## config.mk

```make
export PLATFORM = sky130hd
export DESIGN_NAME = char_lcd_scrolling_terminal_unit
export DESIGN_NICKNAME = d
export VERILOG_FILES = /design/src/hdl/clt_pkg.sv /design/src/hdl/clt_row_store.sv /design/src/hdl/char_lcd_scrolling_terminal_unit.sv
export SDC_FILE = /design/constraint.sdc
export NUM_CORES = 1
export LEC_CHECK = 0
export BUFFER_PORTS_ARGS = -buffer_cell sky130_fd_sc_hd__clkbuf_2
export CORE_ASPECT_RATIO = 1.25
export CORE_MARGIN = 2
export CORE_UTILIZATION = 53
export DETAILED_ROUTE_END_ITERATION = 16
export PLACE_DENSITY = 0.79
export SYNTH_ARGS = -nofsm -noshare
export SYNTH_HDL_FRONTEND = slang
export SYNTH_SLANG_ARGS = --single-unit
```

## constraint.sdc

```tcl
create_clock -name clock -period 3.6 [get_ports clock]
set_clock_uncertainty 0.15 [all_clocks]
set_input_delay 0.9 -clock clock [delete_from_list [all_inputs] [get_ports clock]]
set_output_delay 0.9 -clock clock [all_outputs]
set_load 0.01 [all_outputs]
```

## src/hdl/clt_pkg.sv

```systemverilog
// ----------------------------------------------------------------------------
// clt_pkg
// Shared types, codes and constants of the character LCD scrolling terminal:
// operation codes, control characters, LCD instruction bytes, row base
// addresses and the request bundle of the row store.
// ----------------------------------------------------------------------------
package clt_pkg;

   // terminal operations
   localparam logic [2:0] OP_PUT_CHAR = 3'd0;
   localparam logic [2:0] OP_CLEAR    = 3'd1;
   localparam logic [2:0] OP_SET_POS  = 3'd2;
   localparam logic [2:0] OP_SAVE     = 3'd3;
   localparam logic [2:0] OP_RESTORE  = 3'd4;

   // control characters
   localparam logic [7:0] CHAR_LF    = 8'h0A;
   localparam logic [7:0] CHAR_CR    = 8'h0D;
   localparam logic [7:0] CHAR_BS    = 8'h08;
   localparam logic [7:0] CHAR_SPACE = 8'h20;

   // LCD instruction bytes and settle times
   localparam logic [7:0] CMD_CLEAR    = 8'h01;
   localparam logic [7:0] CMD_SET_ADDR = 8'h80;
   localparam logic [7:0] ADDR_MASK    = 8'h7F;
   localparam logic [2:0] SETTLE_CLEAR = 3'd5;
   localparam logic [2:0] SETTLE_WRITE = 3'd2;

   // slots reserved per stored row (widest panel line)
   localparam int LINE_SLOTS = 16;

   // DDRAM start address of each panel row
   localparam logic [7:0] ROW_BASE [4] = '{8'h00, 8'h40, 8'h14, 8'h54};

   // set-address instruction for column x of row y
   function automatic logic [7:0] set_addr_cmd(input logic [3:0] x, input logic [1:0] y);
      return CMD_SET_ADDR | ((ROW_BASE[y] + {4'b0000, x}) & ADDR_MASK);
   endfunction

   // row store request: one write, one read, scroll and clear per cycle
   typedef struct packed {
      logic       wr_en;
      logic [1:0] wr_row;
      logic [3:0] wr_col;
      logic [7:0] wr_data;
      logic       rd_en;
      logic [1:0] rd_row;
      logic [3:0] rd_col;
      logic       scroll;
      logic       clear_all;
   } store_req_type;

endpackage

```

## src/hdl/clt_row_store.sv

```systemverilog
// ----------------------------------------------------------------------------
// clt_row_store
// Text store of the panel rows below the top row. A synchronous RAM with a
// registered read, a valid bit per slot (an invalid slot reads as a space)
// and a rotating base row, so that a scroll retires the oldest row by
// clearing its valid bits instead of copying the store.
// ----------------------------------------------------------------------------
module clt_row_store import clt_pkg::*; #(
   parameter int ROWS = 2
) (
   input  logic          clock,
   input  logic          reset,
   input  store_req_type store_req,
   output logic [7:0]    rd_byte
);

   localparam int STORE_ROWS = ROWS - 1;
   localparam int ROW_W      = (STORE_ROWS > 1) ? $clog2(STORE_ROWS) : 1;
   localparam int SUM_W      = ROW_W + 1;
   localparam int DEPTH      = STORE_ROWS * LINE_SLOTS;
   localparam int ADDR_W     = $clog2(DEPTH);

   logic [7:0]        mem [DEPTH];
   logic [7:0]        rd_data_ff;
   logic              rd_valid_ff;
   logic [DEPTH-1:0]  valid_ff, valid_in;
   logic [ROW_W-1:0]  base_ff, base_in;
   logic [ADDR_W-1:0] wr_addr, rd_addr;

   // physical row of a logical row, relative to the rotating base
   function automatic logic [ROW_W-1:0] phys_row(input logic [ROW_W-1:0] base,
                                                 input logic [1:0] lrow);
      logic [SUM_W-1:0] sum;
      sum = SUM_W'(base) + SUM_W'(lrow);
      if (sum >= SUM_W'(STORE_ROWS)) begin
         sum = sum - SUM_W'(STORE_ROWS);
      end
      return ROW_W'(sum);
   endfunction

   function automatic logic [ADDR_W-1:0] slot_addr(input logic [ROW_W-1:0] prow,
                                                   input logic [3:0] col);
      return ADDR_W'({prow, col});
   endfunction

   assign wr_addr = slot_addr(phys_row(base_ff, store_req.wr_row), store_req.wr_col);
   assign rd_addr = slot_addr(phys_row(base_ff, store_req.rd_row), store_req.rd_col);

   // valid bits and base row
   always_comb begin
      valid_in = valid_ff;
      base_in  = base_ff;
      if (store_req.clear_all) begin
         valid_in = '0;
      end else if (store_req.scroll) begin
         // oldest row becomes the new bottom row, blank
         for (int j = 0; j < LINE_SLOTS; j++) begin
            valid_in[slot_addr(base_ff, 4'(j))] = 1'b0;
         end
         base_in = (base_ff == ROW_W'(STORE_ROWS - 1)) ? '0 : base_ff + 1'b1;
      end else if (store_req.wr_en) begin
         valid_in[wr_addr] = 1'b1;
      end
   end

   always_ff @(posedge clock) begin
      if (reset) begin
         valid_ff <= '0;
         base_ff  <= '0;
      end else begin
         valid_ff <= valid_in;
         base_ff  <= base_in;
      end
   end

   // RAM, one write and one registered read
   always_ff @(posedge clock) begin
      if (store_req.wr_en) begin
         mem[wr_addr] <= store_req.wr_data;
      end
      if (store_req.rd_en) begin
         rd_data_ff  <= mem[rd_addr];
         rd_valid_ff <= valid_ff[rd_addr];
      end
   end

   assign rd_byte = rd_valid_ff ? rd_data_ff : CHAR_SPACE;

endmodule

```

## src/hdl/char_lcd_scrolling_terminal_unit.sv

```systemverilog
// ----------------------------------------------------------------------------
// char_lcd_scrolling_terminal_unit
// Turns terminal requests into character LCD bus writes, with scrolling.
// ----------------------------------------------------------------------------
// One request at a time: a request is taken only while the sequencer is idle,
// and its bus writes then leave one per cycle while rsp_stall is low. A
// scroll adds the clear, (ROWS-1)*(COLUMNS+1) row address and character
// writes and the bottom row address to the character write or to up to two
// cursor writes. The row store RAM delivers one stored character per cycle
// through its single read port while rsp_stall is low. Every write leaves
// through an output register, so the next write is formed while the current
// one waits. auto_return may be written at any time the unit is idle;
// csr_ready is always high.
// ----------------------------------------------------------------------------
module char_lcd_scrolling_terminal_unit import clt_pkg::*; #(
   parameter int COLUMNS = 16,
   parameter int ROWS    = 2
) (
   input  logic       clock,
   input  logic       reset,
   // request channel
   input  logic       req_valid,
   output logic       req_stall,
   input  logic [2:0] req_operation,
   input  logic [7:0] req_character,
   input  logic [3:0] req_pos_x,
   input  logic [1:0] req_pos_y,
   // bus write channel
   output logic       rsp_valid,
   input  logic       rsp_stall,
   output logic       rsp_is_command,
   output logic [7:0] rsp_bus_byte,
   output logic [2:0] rsp_settle_ms,
   output logic       rsp_last,
   // register write
   input  logic       csr_valid,
   output logic       csr_ready,
   input  logic       csr_auto_return
);

   localparam logic [3:0] LAST_COL       = 4'(COLUMNS - 1);
   localparam logic [1:0] LAST_ROW       = 2'(ROWS - 1);
   localparam logic [1:0] LAST_STORE_ROW = 2'(ROWS - 2);

   typedef enum logic [7:0] {
      S_IDLE      = 8'b0000_0001,
      S_FIRST     = 8'b0000_0010,
      S_CLEAR     = 8'b0000_0100,
      S_ROW_ADDR  = 8'b0000_1000,
      S_ROW_DATA  = 8'b0001_0000,
      S_LAST_ADDR = 8'b0010_0000,
      S_TAIL0     = 8'b0100_0000,
      S_TAIL1     = 8'b1000_0000
   } state_type;

   state_type     state_ff, state_in;
   logic [3:0]    cursor_col_ff, cursor_col_in;
   logic [1:0]    cursor_row_ff, cursor_row_in;
   logic          saved_valid_ff, saved_valid_in;
   logic [3:0]    saved_col_ff, saved_col_in;
   logic [1:0]    saved_row_ff, saved_row_in;
   logic          auto_return_ff, auto_return_in;
   logic          first_clear_ff, first_clear_in;
   logic [7:0]    first_byte_ff, first_byte_in;
   logic          scroll_ff, scroll_in;
   logic [1:0]    tail_cnt_ff, tail_cnt_in;
   logic [7:0]    tail0_ff, tail0_in;
   logic [7:0]    tail1_ff, tail1_in;
   logic [1:0]    row_cnt_ff, row_cnt_in;
   logic [3:0]    col_cnt_ff, col_cnt_in;
   logic          rsp_valid_ff, rsp_valid_in;
   logic          rsp_cmd_ff, rsp_cmd_in;
   logic [7:0]    rsp_byte_ff, rsp_byte_in;
   logic [2:0]    rsp_ms_ff, rsp_ms_in;
   logic          rsp_last_ff, rsp_last_in;

   logic          req_accept, slot_free, emitting;
   logic          dec_first, dec_first_clear, dec_scroll;
   logic [1:0]    dec_tail_cnt;
   logic [7:0]    dec_tail0, dec_tail1;
   logic [3:0]    dec_col;
   logic [1:0]    dec_row, lf_row;
   logic          dec_wr, dec_clear_all;
   logic          emit_cmd, emit_last;
   logic [7:0]    emit_byte;
   logic [2:0]    emit_ms;
   state_type     emit_next;
   state_type     after_first, after_scroll;
   store_req_type store_req;
   logic [7:0]    store_byte;

   assign req_stall  = (state_ff != S_IDLE);
   assign req_accept = req_valid && !req_stall;
   assign slot_free  = !rsp_valid_ff || !rsp_stall;
   assign emitting   = slot_free && (state_ff != S_IDLE);
   assign csr_ready  = 1'b1;

   // request decode: plan of writes and the cursor afterwards
   always_comb begin
      dec_first       = 1'b0;
      dec_first_clear = 1'b0;
      dec_scroll      = 1'b0;
      dec_tail_cnt    = 2'd0;
      dec_tail0       = set_addr_cmd(cursor_col_ff, cursor_row_ff);
      dec_tail1       = set_addr_cmd(4'd0, cursor_row_ff);
      dec_col         = cursor_col_ff;
      dec_row         = cursor_row_ff;
      dec_wr          = 1'b0;
      dec_clear_all   = 1'b0;
      lf_row          = (cursor_row_ff == LAST_ROW) ? LAST_ROW : cursor_row_ff + 2'd1;
      case (req_operation)
         OP_PUT_CHAR: begin
            case (req_character)
               CHAR_LF: begin
                  // scroll first when already on the bottom row
                  dec_scroll   = (cursor_row_ff == LAST_ROW);
                  dec_tail0    = set_addr_cmd(cursor_col_ff, lf_row);
                  dec_tail1    = set_addr_cmd(4'd0, lf_row);
                  dec_tail_cnt = auto_return_ff ? 2'd2 : 2'd1;
                  dec_row      = lf_row;
                  dec_col      = auto_return_ff ? 4'd0 : cursor_col_ff;
               end
               CHAR_CR: begin
                  dec_tail0    = set_addr_cmd(4'd0, cursor_row_ff);
                  dec_tail_cnt = 2'd1;
                  dec_col      = 4'd0;
               end
               CHAR_BS: begin
                  if (cursor_col_ff != 4'd0) begin
                     dec_tail0    = set_addr_cmd(cursor_col_ff - 4'd1, cursor_row_ff);
                     dec_tail_cnt = 2'd1;
                     dec_col      = cursor_col_ff - 4'd1;
                  end
               end
               default: begin
                  dec_first = 1'b1;
                  dec_wr    = (cursor_row_ff != 2'd0);
                  if (cursor_col_ff == LAST_COL) begin
                     dec_col = 4'd0;
                     if (cursor_row_ff != LAST_ROW) begin
                        dec_tail0    = set_addr_cmd(4'd0, cursor_row_ff + 2'd1);
                        dec_tail_cnt = 2'd1;
                        dec_row      = cursor_row_ff + 2'd1;
                     end else begin
                        dec_scroll = 1'b1;
                     end
                  end else begin
                     dec_col = cursor_col_ff + 4'd1;
                  end
               end
            endcase
         end
         OP_CLEAR: begin
            dec_first       = 1'b1;
            dec_first_clear = 1'b1;
            dec_clear_all   = 1'b1;
            dec_col         = 4'd0;
            dec_row         = 2'd0;
         end
         OP_SET_POS: begin
            if (({1'b0, req_pos_x} < 5'(COLUMNS)) && ({1'b0, req_pos_y} < 3'(ROWS))) begin
               dec_tail0    = set_addr_cmd(req_pos_x, req_pos_y);
               dec_tail_cnt = 2'd1;
               dec_col      = req_pos_x;
               dec_row      = req_pos_y;
            end
         end
         OP_RESTORE: begin
            if (saved_valid_ff) begin
               dec_tail0    = set_addr_cmd(saved_col_ff, saved_row_ff);
               dec_tail_cnt = 2'd1;
               dec_col      = saved_col_ff;
               dec_row      = saved_row_ff;
            end
         end
         default: begin
            // save cursor and unknown codes produce no bus writes
         end
      endcase
   end

   // write formed in the current state, and the state after it
   always_comb begin
      after_first  = scroll_ff ? S_CLEAR : ((tail_cnt_ff != 2'd0) ? S_TAIL0 : S_IDLE);
      after_scroll = (tail_cnt_ff != 2'd0) ? S_TAIL0 : S_IDLE;
      emit_cmd     = 1'b1;
      emit_byte    = CMD_CLEAR;
      emit_ms      = SETTLE_WRITE;
      emit_last    = 1'b0;
      emit_next    = state_ff;
      case (state_ff)
         S_FIRST: begin
            emit_cmd  = first_clear_ff;
            emit_byte = first_clear_ff ? CMD_CLEAR : first_byte_ff;
            emit_ms   = first_clear_ff ? SETTLE_CLEAR : SETTLE_WRITE;
            emit_last = !scroll_ff && (tail_cnt_ff == 2'd0);
            emit_next = after_first;
         end
         S_CLEAR: begin
            emit_ms   = SETTLE_CLEAR;
            emit_next = S_ROW_ADDR;
         end
         S_ROW_ADDR: begin
            emit_byte = set_addr_cmd(4'd0, row_cnt_ff);
            emit_next = S_ROW_DATA;
         end
         S_ROW_DATA: begin
            emit_cmd  = 1'b0;
            emit_byte = store_byte;
            if (col_cnt_ff != LAST_COL) begin
               emit_next = S_ROW_DATA;
            end else if (row_cnt_ff == LAST_STORE_ROW) begin
               emit_next = S_LAST_ADDR;
            end else begin
               emit_next = S_ROW_ADDR;
            end
         end
         S_LAST_ADDR: begin
            emit_byte = set_addr_cmd(4'd0, LAST_ROW);
            emit_last = (tail_cnt_ff == 2'd0);
            emit_next = after_scroll;
         end
         S_TAIL0: begin
            emit_byte = tail0_ff;
            emit_last = (tail_cnt_ff == 2'd1);
            emit_next = (tail_cnt_ff == 2'd2) ? S_TAIL1 : S_IDLE;
         end
         S_TAIL1: begin
            emit_byte = tail1_ff;
            emit_last = 1'b1;
            emit_next = S_IDLE;
         end
         default: begin
            emit_next = S_IDLE;
         end
      endcase
   end

   // row store requests: character write and clear at acceptance,
   // reads and row retirement during a scroll
   always_comb begin
      store_req           = '0;
      store_req.wr_en     = req_accept && (req_operation == OP_PUT_CHAR) && dec_wr;
      store_req.wr_row    = cursor_row_ff - 2'd1;
      store_req.wr_col    = cursor_col_ff;
      store_req.wr_data   = req_character;
      store_req.clear_all = req_accept && dec_clear_all;
      store_req.rd_row    = row_cnt_ff;
      store_req.rd_col    = 4'd0;
      if (emitting && (state_ff == S_ROW_ADDR)) begin
         store_req.rd_en = 1'b1;
      end
      if (emitting && (state_ff == S_ROW_DATA)) begin
         if (col_cnt_ff != LAST_COL) begin
            store_req.rd_en  = 1'b1;
            store_req.rd_col = col_cnt_ff + 4'd1;
         end else if (row_cnt_ff == LAST_STORE_ROW) begin
            store_req.scroll = 1'b1;
         end
      end
   end

   clt_row_store #(
      .ROWS (ROWS)
   ) u_row_store (
      .clock     (clock),
      .reset     (reset),
      .store_req (store_req),
      .rd_byte   (store_byte)
   );

   // sequencer and cursor next state
   always_comb begin
      state_in       = state_ff;
      cursor_col_in  = cursor_col_ff;
      cursor_row_in  = cursor_row_ff;
      saved_valid_in = saved_valid_ff;
      saved_col_in   = saved_col_ff;
      saved_row_in   = saved_row_ff;
      auto_return_in = (csr_valid && csr_ready) ? csr_auto_return : auto_return_ff;
      first_clear_in = first_clear_ff;
      first_byte_in  = first_byte_ff;
      scroll_in      = scroll_ff;
      tail_cnt_in    = tail_cnt_ff;
      tail0_in       = tail0_ff;
      tail1_in       = tail1_ff;
      row_cnt_in     = row_cnt_ff;
      col_cnt_in     = col_cnt_ff;
      if (req_accept) begin
         cursor_col_in  = dec_col;
         cursor_row_in  = dec_row;
         first_clear_in = dec_first_clear;
         first_byte_in  = req_character;
         scroll_in      = dec_scroll;
         tail_cnt_in    = dec_tail_cnt;
         tail0_in       = dec_tail0;
         tail1_in       = dec_tail1;
         row_cnt_in     = 2'd0;
         col_cnt_in     = 4'd0;
         if (req_operation == OP_SAVE) begin
            saved_valid_in = 1'b1;
            saved_col_in   = cursor_col_ff;
            saved_row_in   = cursor_row_ff;
         end
         if (dec_first) begin
            state_in = S_FIRST;
         end else if (dec_scroll) begin
            state_in = S_CLEAR;
         end else if (dec_tail_cnt != 2'd0) begin
            state_in = S_TAIL0;
         end
      end else if (emitting) begin
         state_in = emit_next;
         if (state_ff == S_ROW_DATA) begin
            if (col_cnt_ff != LAST_COL) begin
               col_cnt_in = col_cnt_ff + 4'd1;
            end else begin
               col_cnt_in = 4'd0;
               row_cnt_in = row_cnt_ff + 2'd1;
            end
         end
      end
   end

   // output register
   always_comb begin
      rsp_valid_in = rsp_valid_ff && rsp_stall;
      rsp_cmd_in   = rsp_cmd_ff;
      rsp_byte_in  = rsp_byte_ff;
      rsp_ms_in    = rsp_ms_ff;
      rsp_last_in  = rsp_last_ff;
      if (emitting) begin
         rsp_valid_in = 1'b1;
         rsp_cmd_in   = emit_cmd;
         rsp_byte_in  = emit_byte;
         rsp_ms_in    = emit_ms;
         rsp_last_in  = emit_last;
      end
   end

   always_ff @(posedge clock) begin
      if (reset) begin
         state_ff       <= S_IDLE;
         cursor_col_ff  <= 4'd0;
         cursor_row_ff  <= 2'd0;
         saved_valid_ff <= 1'b0;
         saved_col_ff   <= 4'd0;
         saved_row_ff   <= 2'd0;
         auto_return_ff <= 1'b1;
         rsp_valid_ff   <= 1'b0;
      end else begin
         state_ff       <= state_in;
         cursor_col_ff  <= cursor_col_in;
         cursor_row_ff  <= cursor_row_in;
         saved_valid_ff <= saved_valid_in;
         saved_col_ff   <= saved_col_in;
         saved_row_ff   <= saved_row_in;
         auto_return_ff <= auto_return_in;
         rsp_valid_ff   <= rsp_valid_in;
      end
   end

   always_ff @(posedge clock) begin
      first_clear_ff <= first_clear_in;
      first_byte_ff  <= first_byte_in;
      scroll_ff      <= scroll_in;
      tail_cnt_ff    <= tail_cnt_in;
      tail0_ff       <= tail0_in;
      tail1_ff       <= tail1_in;
      row_cnt_ff     <= row_cnt_in;
      col_cnt_ff     <= col_cnt_in;
      rsp_cmd_ff     <= rsp_cmd_in;
      rsp_byte_ff    <= rsp_byte_in;
      rsp_ms_ff      <= rsp_ms_in;
      rsp_last_ff    <= rsp_last_in;
   end

   assign rsp_valid      = rsp_valid_ff;
   assign rsp_is_command = rsp_cmd_ff;
   assign rsp_bus_byte   = rsp_byte_ff;
   assign rsp_settle_ms  = rsp_ms_ff;
   assign rsp_last       = rsp_last_ff;

   // checks
   a_cursor_in_panel: assert property (@(posedge clock) disable iff (reset)
      ({1'b0, cursor_col_ff} < 5'(COLUMNS)) && ({1'b0, cursor_row_ff} < 3'(ROWS)))
      else $error("cursor outside the panel");

   a_saved_in_panel: assert property (@(posedge clock) disable iff (reset)
      saved_valid_ff |-> ({1'b0, saved_col_ff} < 5'(COLUMNS)) &&
                         ({1'b0, saved_row_ff} < 3'(ROWS)))
      else $error("saved cursor outside the panel");

   a_last_ends_request: assert property (@(posedge clock) disable iff (reset)
      emitting && emit_last |=> state_ff == S_IDLE)
      else $error("sequencer busy after the final write of a request");

   a_work_leaves_idle: assert property (@(posedge clock) disable iff (reset)
      req_accept && (dec_first || dec_scroll || (dec_tail_cnt != 2'd0))
      |=> state_ff != S_IDLE)
      else $error("request with bus writes did not start the sequencer");

   a_scroll_ends_rows: assert property (@(posedge clock) disable iff (reset)
      store_req.scroll |=> state_ff == S_LAST_ADDR || state_ff == S_ROW_DATA)
      else $error("row store retired a row outside the end of a scroll");

endmodule

```

==> metrics.yaml <==
wl_met3_mm: 1.86
seqPwrFrac_pct: 47.4
topRoutingLayerUsed: "met4"
hold_class: "flop to flop"
placed_area_um2: 10800
ctsResizeCount: 0
holdBufCountCts: 0
path_cells: "or4_4 -> nor3b_4 -> nand2_4 -> clkinv_4 -> nor4b_4 -> and3_1 -> and2_1"
cts_tree: "done"
cts_root_buf: "clkbuf_16"
drt_first_pass_iters: 5
synthCells: 910
setup_viol: 0
drt-wirelength-per-cell_um: 22.7
drive_above_1_share_pct: 15.4
synth_edf_count: 170
hold_depth: 2
ys_types: 82
m1WireLength_mm: 10.1
dpl.hpwl_mm: 18.7
p_per_area_nw_per_um2: 564
r2r-end: "u_row_store.mem[11][4]$_DFFE_PP_"
row_count: 57
drc: 0
tightest_slew_ns: 0.964
numClockSinks: 215
slew_headroom_pct: 35.5
slowest_stage: "or4_4"
via_count: 7731
antenna_found_initial: 0
r2r_slack_ns: 0.45
p_int_mw: 4.77
ir_drop_mv: 0.421
synth_flop_cell: "edfxtp_1"
start_kind: "flop"
fin_crit_ns: 3.15
hp-start: "u_row_store.valid_ff[11]$_SDFFE_PP0P_"
critPathRequiredTime_ns: 3.61
seq_area_frac_synth_pct: 58.4
async_flop_share_pct: 0
nets: 992
die_y_um: 160
area_growth_pct: 12.3
switching_share_pct: 26.8
first_global_vias: 7519
drt-total-wl_mm: 27.2
avgSynthCellArea_um2: 11.3
cts.htree.levels: 1
power.total_mw: 6.51
synth_area_um2: 10300
yosysTopAreaCell: "edfxtp_1"
drt_iter0_markers: 739
clkTransAtPathRegs_ns: 0.06
max_freq_ghz: 0.317
switching_power_mw: 1.75
r2r-start: "state_ff[2]$_SDFFE_PP0P_"
rsz0062_at_grt: "false"
ys_seq_elements: 215
place_congestion: 0.987
io_pins: 39
portBuffers: 37
timing.final.crit_share_pct: 87.6
avgViaCountPerCell: 6.45
clk_latency_ns: 0.50
n_antenna_cell: 0
power_frac_clock_pct: 36.5
grt_pass1_wl_mm: 41.5
synth_top_area_share_pct: 49.6
fin_tns_setup_ns: 0
start_util_pct: 53.4
rr_worst_depth: 7
cp.arrival_ns: 3.16
slew_viol_final: 0
die_w_um: 129
finalHoldViolCount: 0
crit_path_end_kind: "flop"
cts_setup_buffers: 0
outcome: "complete, no violations"
dieArea_um2: 20600
clockBufferDepth: 3
synthTopCellsByArea: "edfxtp_1, dfxtp_1, nand2_1"
drv_cap: 0
wl_met2_mm: 13.8
worstPathMaxFanout: 10
comb_power_share_pct: 16.1
grt_overflow_total: 0
grtUsageTotal_pct: 26.4
grt_max_degree: 53
holdPathEnd: "u_row_store.valid_ff[11]$_SDFFE_PP0P_"
finish.instance_area_um2: 11600
ant_nets: 0
total_leakage_power_nw: 4.17
crit_type: "flop to flop"
core-area_um2: 19300
syn_nets: 953
yosys_warnings: 0
cts_buffers: 22
max_stage_delay_ns: 0.59
hold-worst-slack_ns: 0.322
-- sequential cells by signal, summed over array words and instances, names as in the netlist --
name	cells
tail_cnt_ff	2
rsp_valid	1
tail1_ff	2
auto_return_ff	1
state_ff	8
saved_col_ff	4
col_cnt_ff	4
u_row_store.rd_data_ff	8
rsp_bus_byte	8
row_cnt_ff	2
tail0_ff	7
rsp_last	1
first_clear_ff	1
saved_row_ff	2
cursor_row_ff	2
cursor_col_ff	4
first_byte_ff	8
scroll_ff	1
u_row_store.mem	128
u_row_store.valid_ff	16
rsp_settle_ms	2
u_row_store.rd_valid_ff	1
rsp_is_command	1
saved_valid_ff	1
-- how the worst max path moves through the flow --
stage / start / slack [ns] / cells after the start / endpoint
global placement: req_character[0] / 0.29 / 6 / u_row_store.mem[5][2]$_DFFE_PP_
detailed placement: req_character[0] / 0.21 / 6 / u_row_store.mem[11][0]$_DFFE_PP_
floorplan: req_character[1] / 0.59 / 7 / u_row_store.mem[4][0]$_DFFE_PP_
finish: state_ff[2]$_SDFFE_PP0P_ / 0.45 / 7 / u_row_store.mem[11][4]$_DFFE_PP_
global route: state_ff[2]$_SDFFE_PP0P_ / 0.34 / 7 / u_row_store.mem[11][6]$_DFFE_PP_
CTS: state_ff[2]$_SDFFE_PP0P_ / 0.46 / 5 / req_stall
-- cell families (layout without fill, tap and decap cells) --
kind of cell / after synthesis / in the layout / synth area share, %
buffers and inverters: 83 / 136 / 3.66
flip-flops: 215 / 215 / 58.4
AND/OR/NAND/NOR: 317 / 317 / 15.6
multiplexers: 30 / 30 / 3.26
AO/OA/AOI/OAI: 231 / 231 / 15.5
XOR/XNOR: 13 / 13 / 1.11
adder cells (fa/ha/maj): 20 / 20 / 2.43
other: 1 / 1 / 0.0364
-- through the flow --
| step | setup WS (ns) | utilization [%] | instances |
|---|---|---|---|
| 6_report | 0.445 | 60.0 | 1199 |
| 5_1_grt | 0.344 | 60.0 | 1199 |
| 4_1_cts | 0.463 | 60.0 | 1199 |
| 3_5_place_dp | 0.213 | 56.1 | 1161 |
| 3_3_place_gp | 0.294 | 56.1 | 1161 |
| 2_1_floorplan | 0.587 | - | 910 |
-- cells in the mapped netlist, drive strengths merged, types with 4 or more instances --
cell type	number
a211oi	14
a21oi	63
a221oi	4
a22o	5
a22oi	6
a31oi	11
a32oi	6
and2	19
and3	24
buf	24
clkbuf	33
dfxtp	45
edfxtp	170
ha	20
inv	24
mux2	8
mux2i	20
nand2	96
nand2b	10
nand3	29
nand4	6
nor2	87
nor2b	6
nor3	13
nor3b	6
nor4	6
o211ai	4
o21ai	34
o221a	9
o221ai	9
o22ai	21
o311ai	6
or3	4
xnor2	7
xor2	6
-- area by class of cell --
class	count	area, um^2
Clock buffer	25	583
Clock inverter	13	173
Fill cell	1532	7700
Inverter	26	103
Multi-Input combinational cell	612	3920
Sequential cell	215	6010
Tap cell	236	295
Timing Repair Buffer	72	473
-- placed cells by master, fill, tap and decap left out, types with 7 or more instances in the layout --
master | netlist | routed
o221ai_1 | 9 | 9
ha_1 | 20 | 20
dfxtp_1 | 45 | 45
a31oi_1 | 10 | 9
a211oi_1 | 14 | 14
clkbuf_2 | 0 | 37
o22ai_1 | 21 | 21
nor3_1 | 11 | 11
mux2i_1 | 20 | 20
nand2_1 | 95 | 95
and2_1 | 19 | 19
o221a_2 | 8 | 8
nor2_2 | 8 | 8
edfxtp_1 | 170 | 170
o21ai_0 | 32 | 32
xnor2_1 | 7 | 7
buf_4 | 7 | 33
and3_1 | 24 | 24
nand2b_1 | 10 | 10
nor2_1 | 79 | 79
nand3_1 | 29 | 29
inv_1 | 24 | 24
clkbuf_16 | 0 | 23
mux2_2 | 8 | 8
a21oi_1 | 63 | 63
-- layer usage --
metal / track usage, % / up-vias
li1: - / 3504
met1: 32.2 / 3756
met2: 46.2 / 374
met3: 3.58 / 97
met4: 12.4 / 0
met5: 0 / -
-- power by group through the flow --
stage	Sequential [mW]	Combinational, mW	Clock, mW
after detailed placement	3.14	1.04	0
after global placement	3.13	1.04	0
final	3.09	1.05	2.37
after floorplan	3.08	0.727	0
after CTS	3.08	1.05	2.40
after global routing	3.11	1.14	2.49
-- critical path: cells and delay by family (launching register included) --
kind / cells / cell delay, ns
simple gates: 6 / 2.17
flops: 1 / 0.40
buf+inv: 1 / 0.08
(Power assumes the default switching activity.)
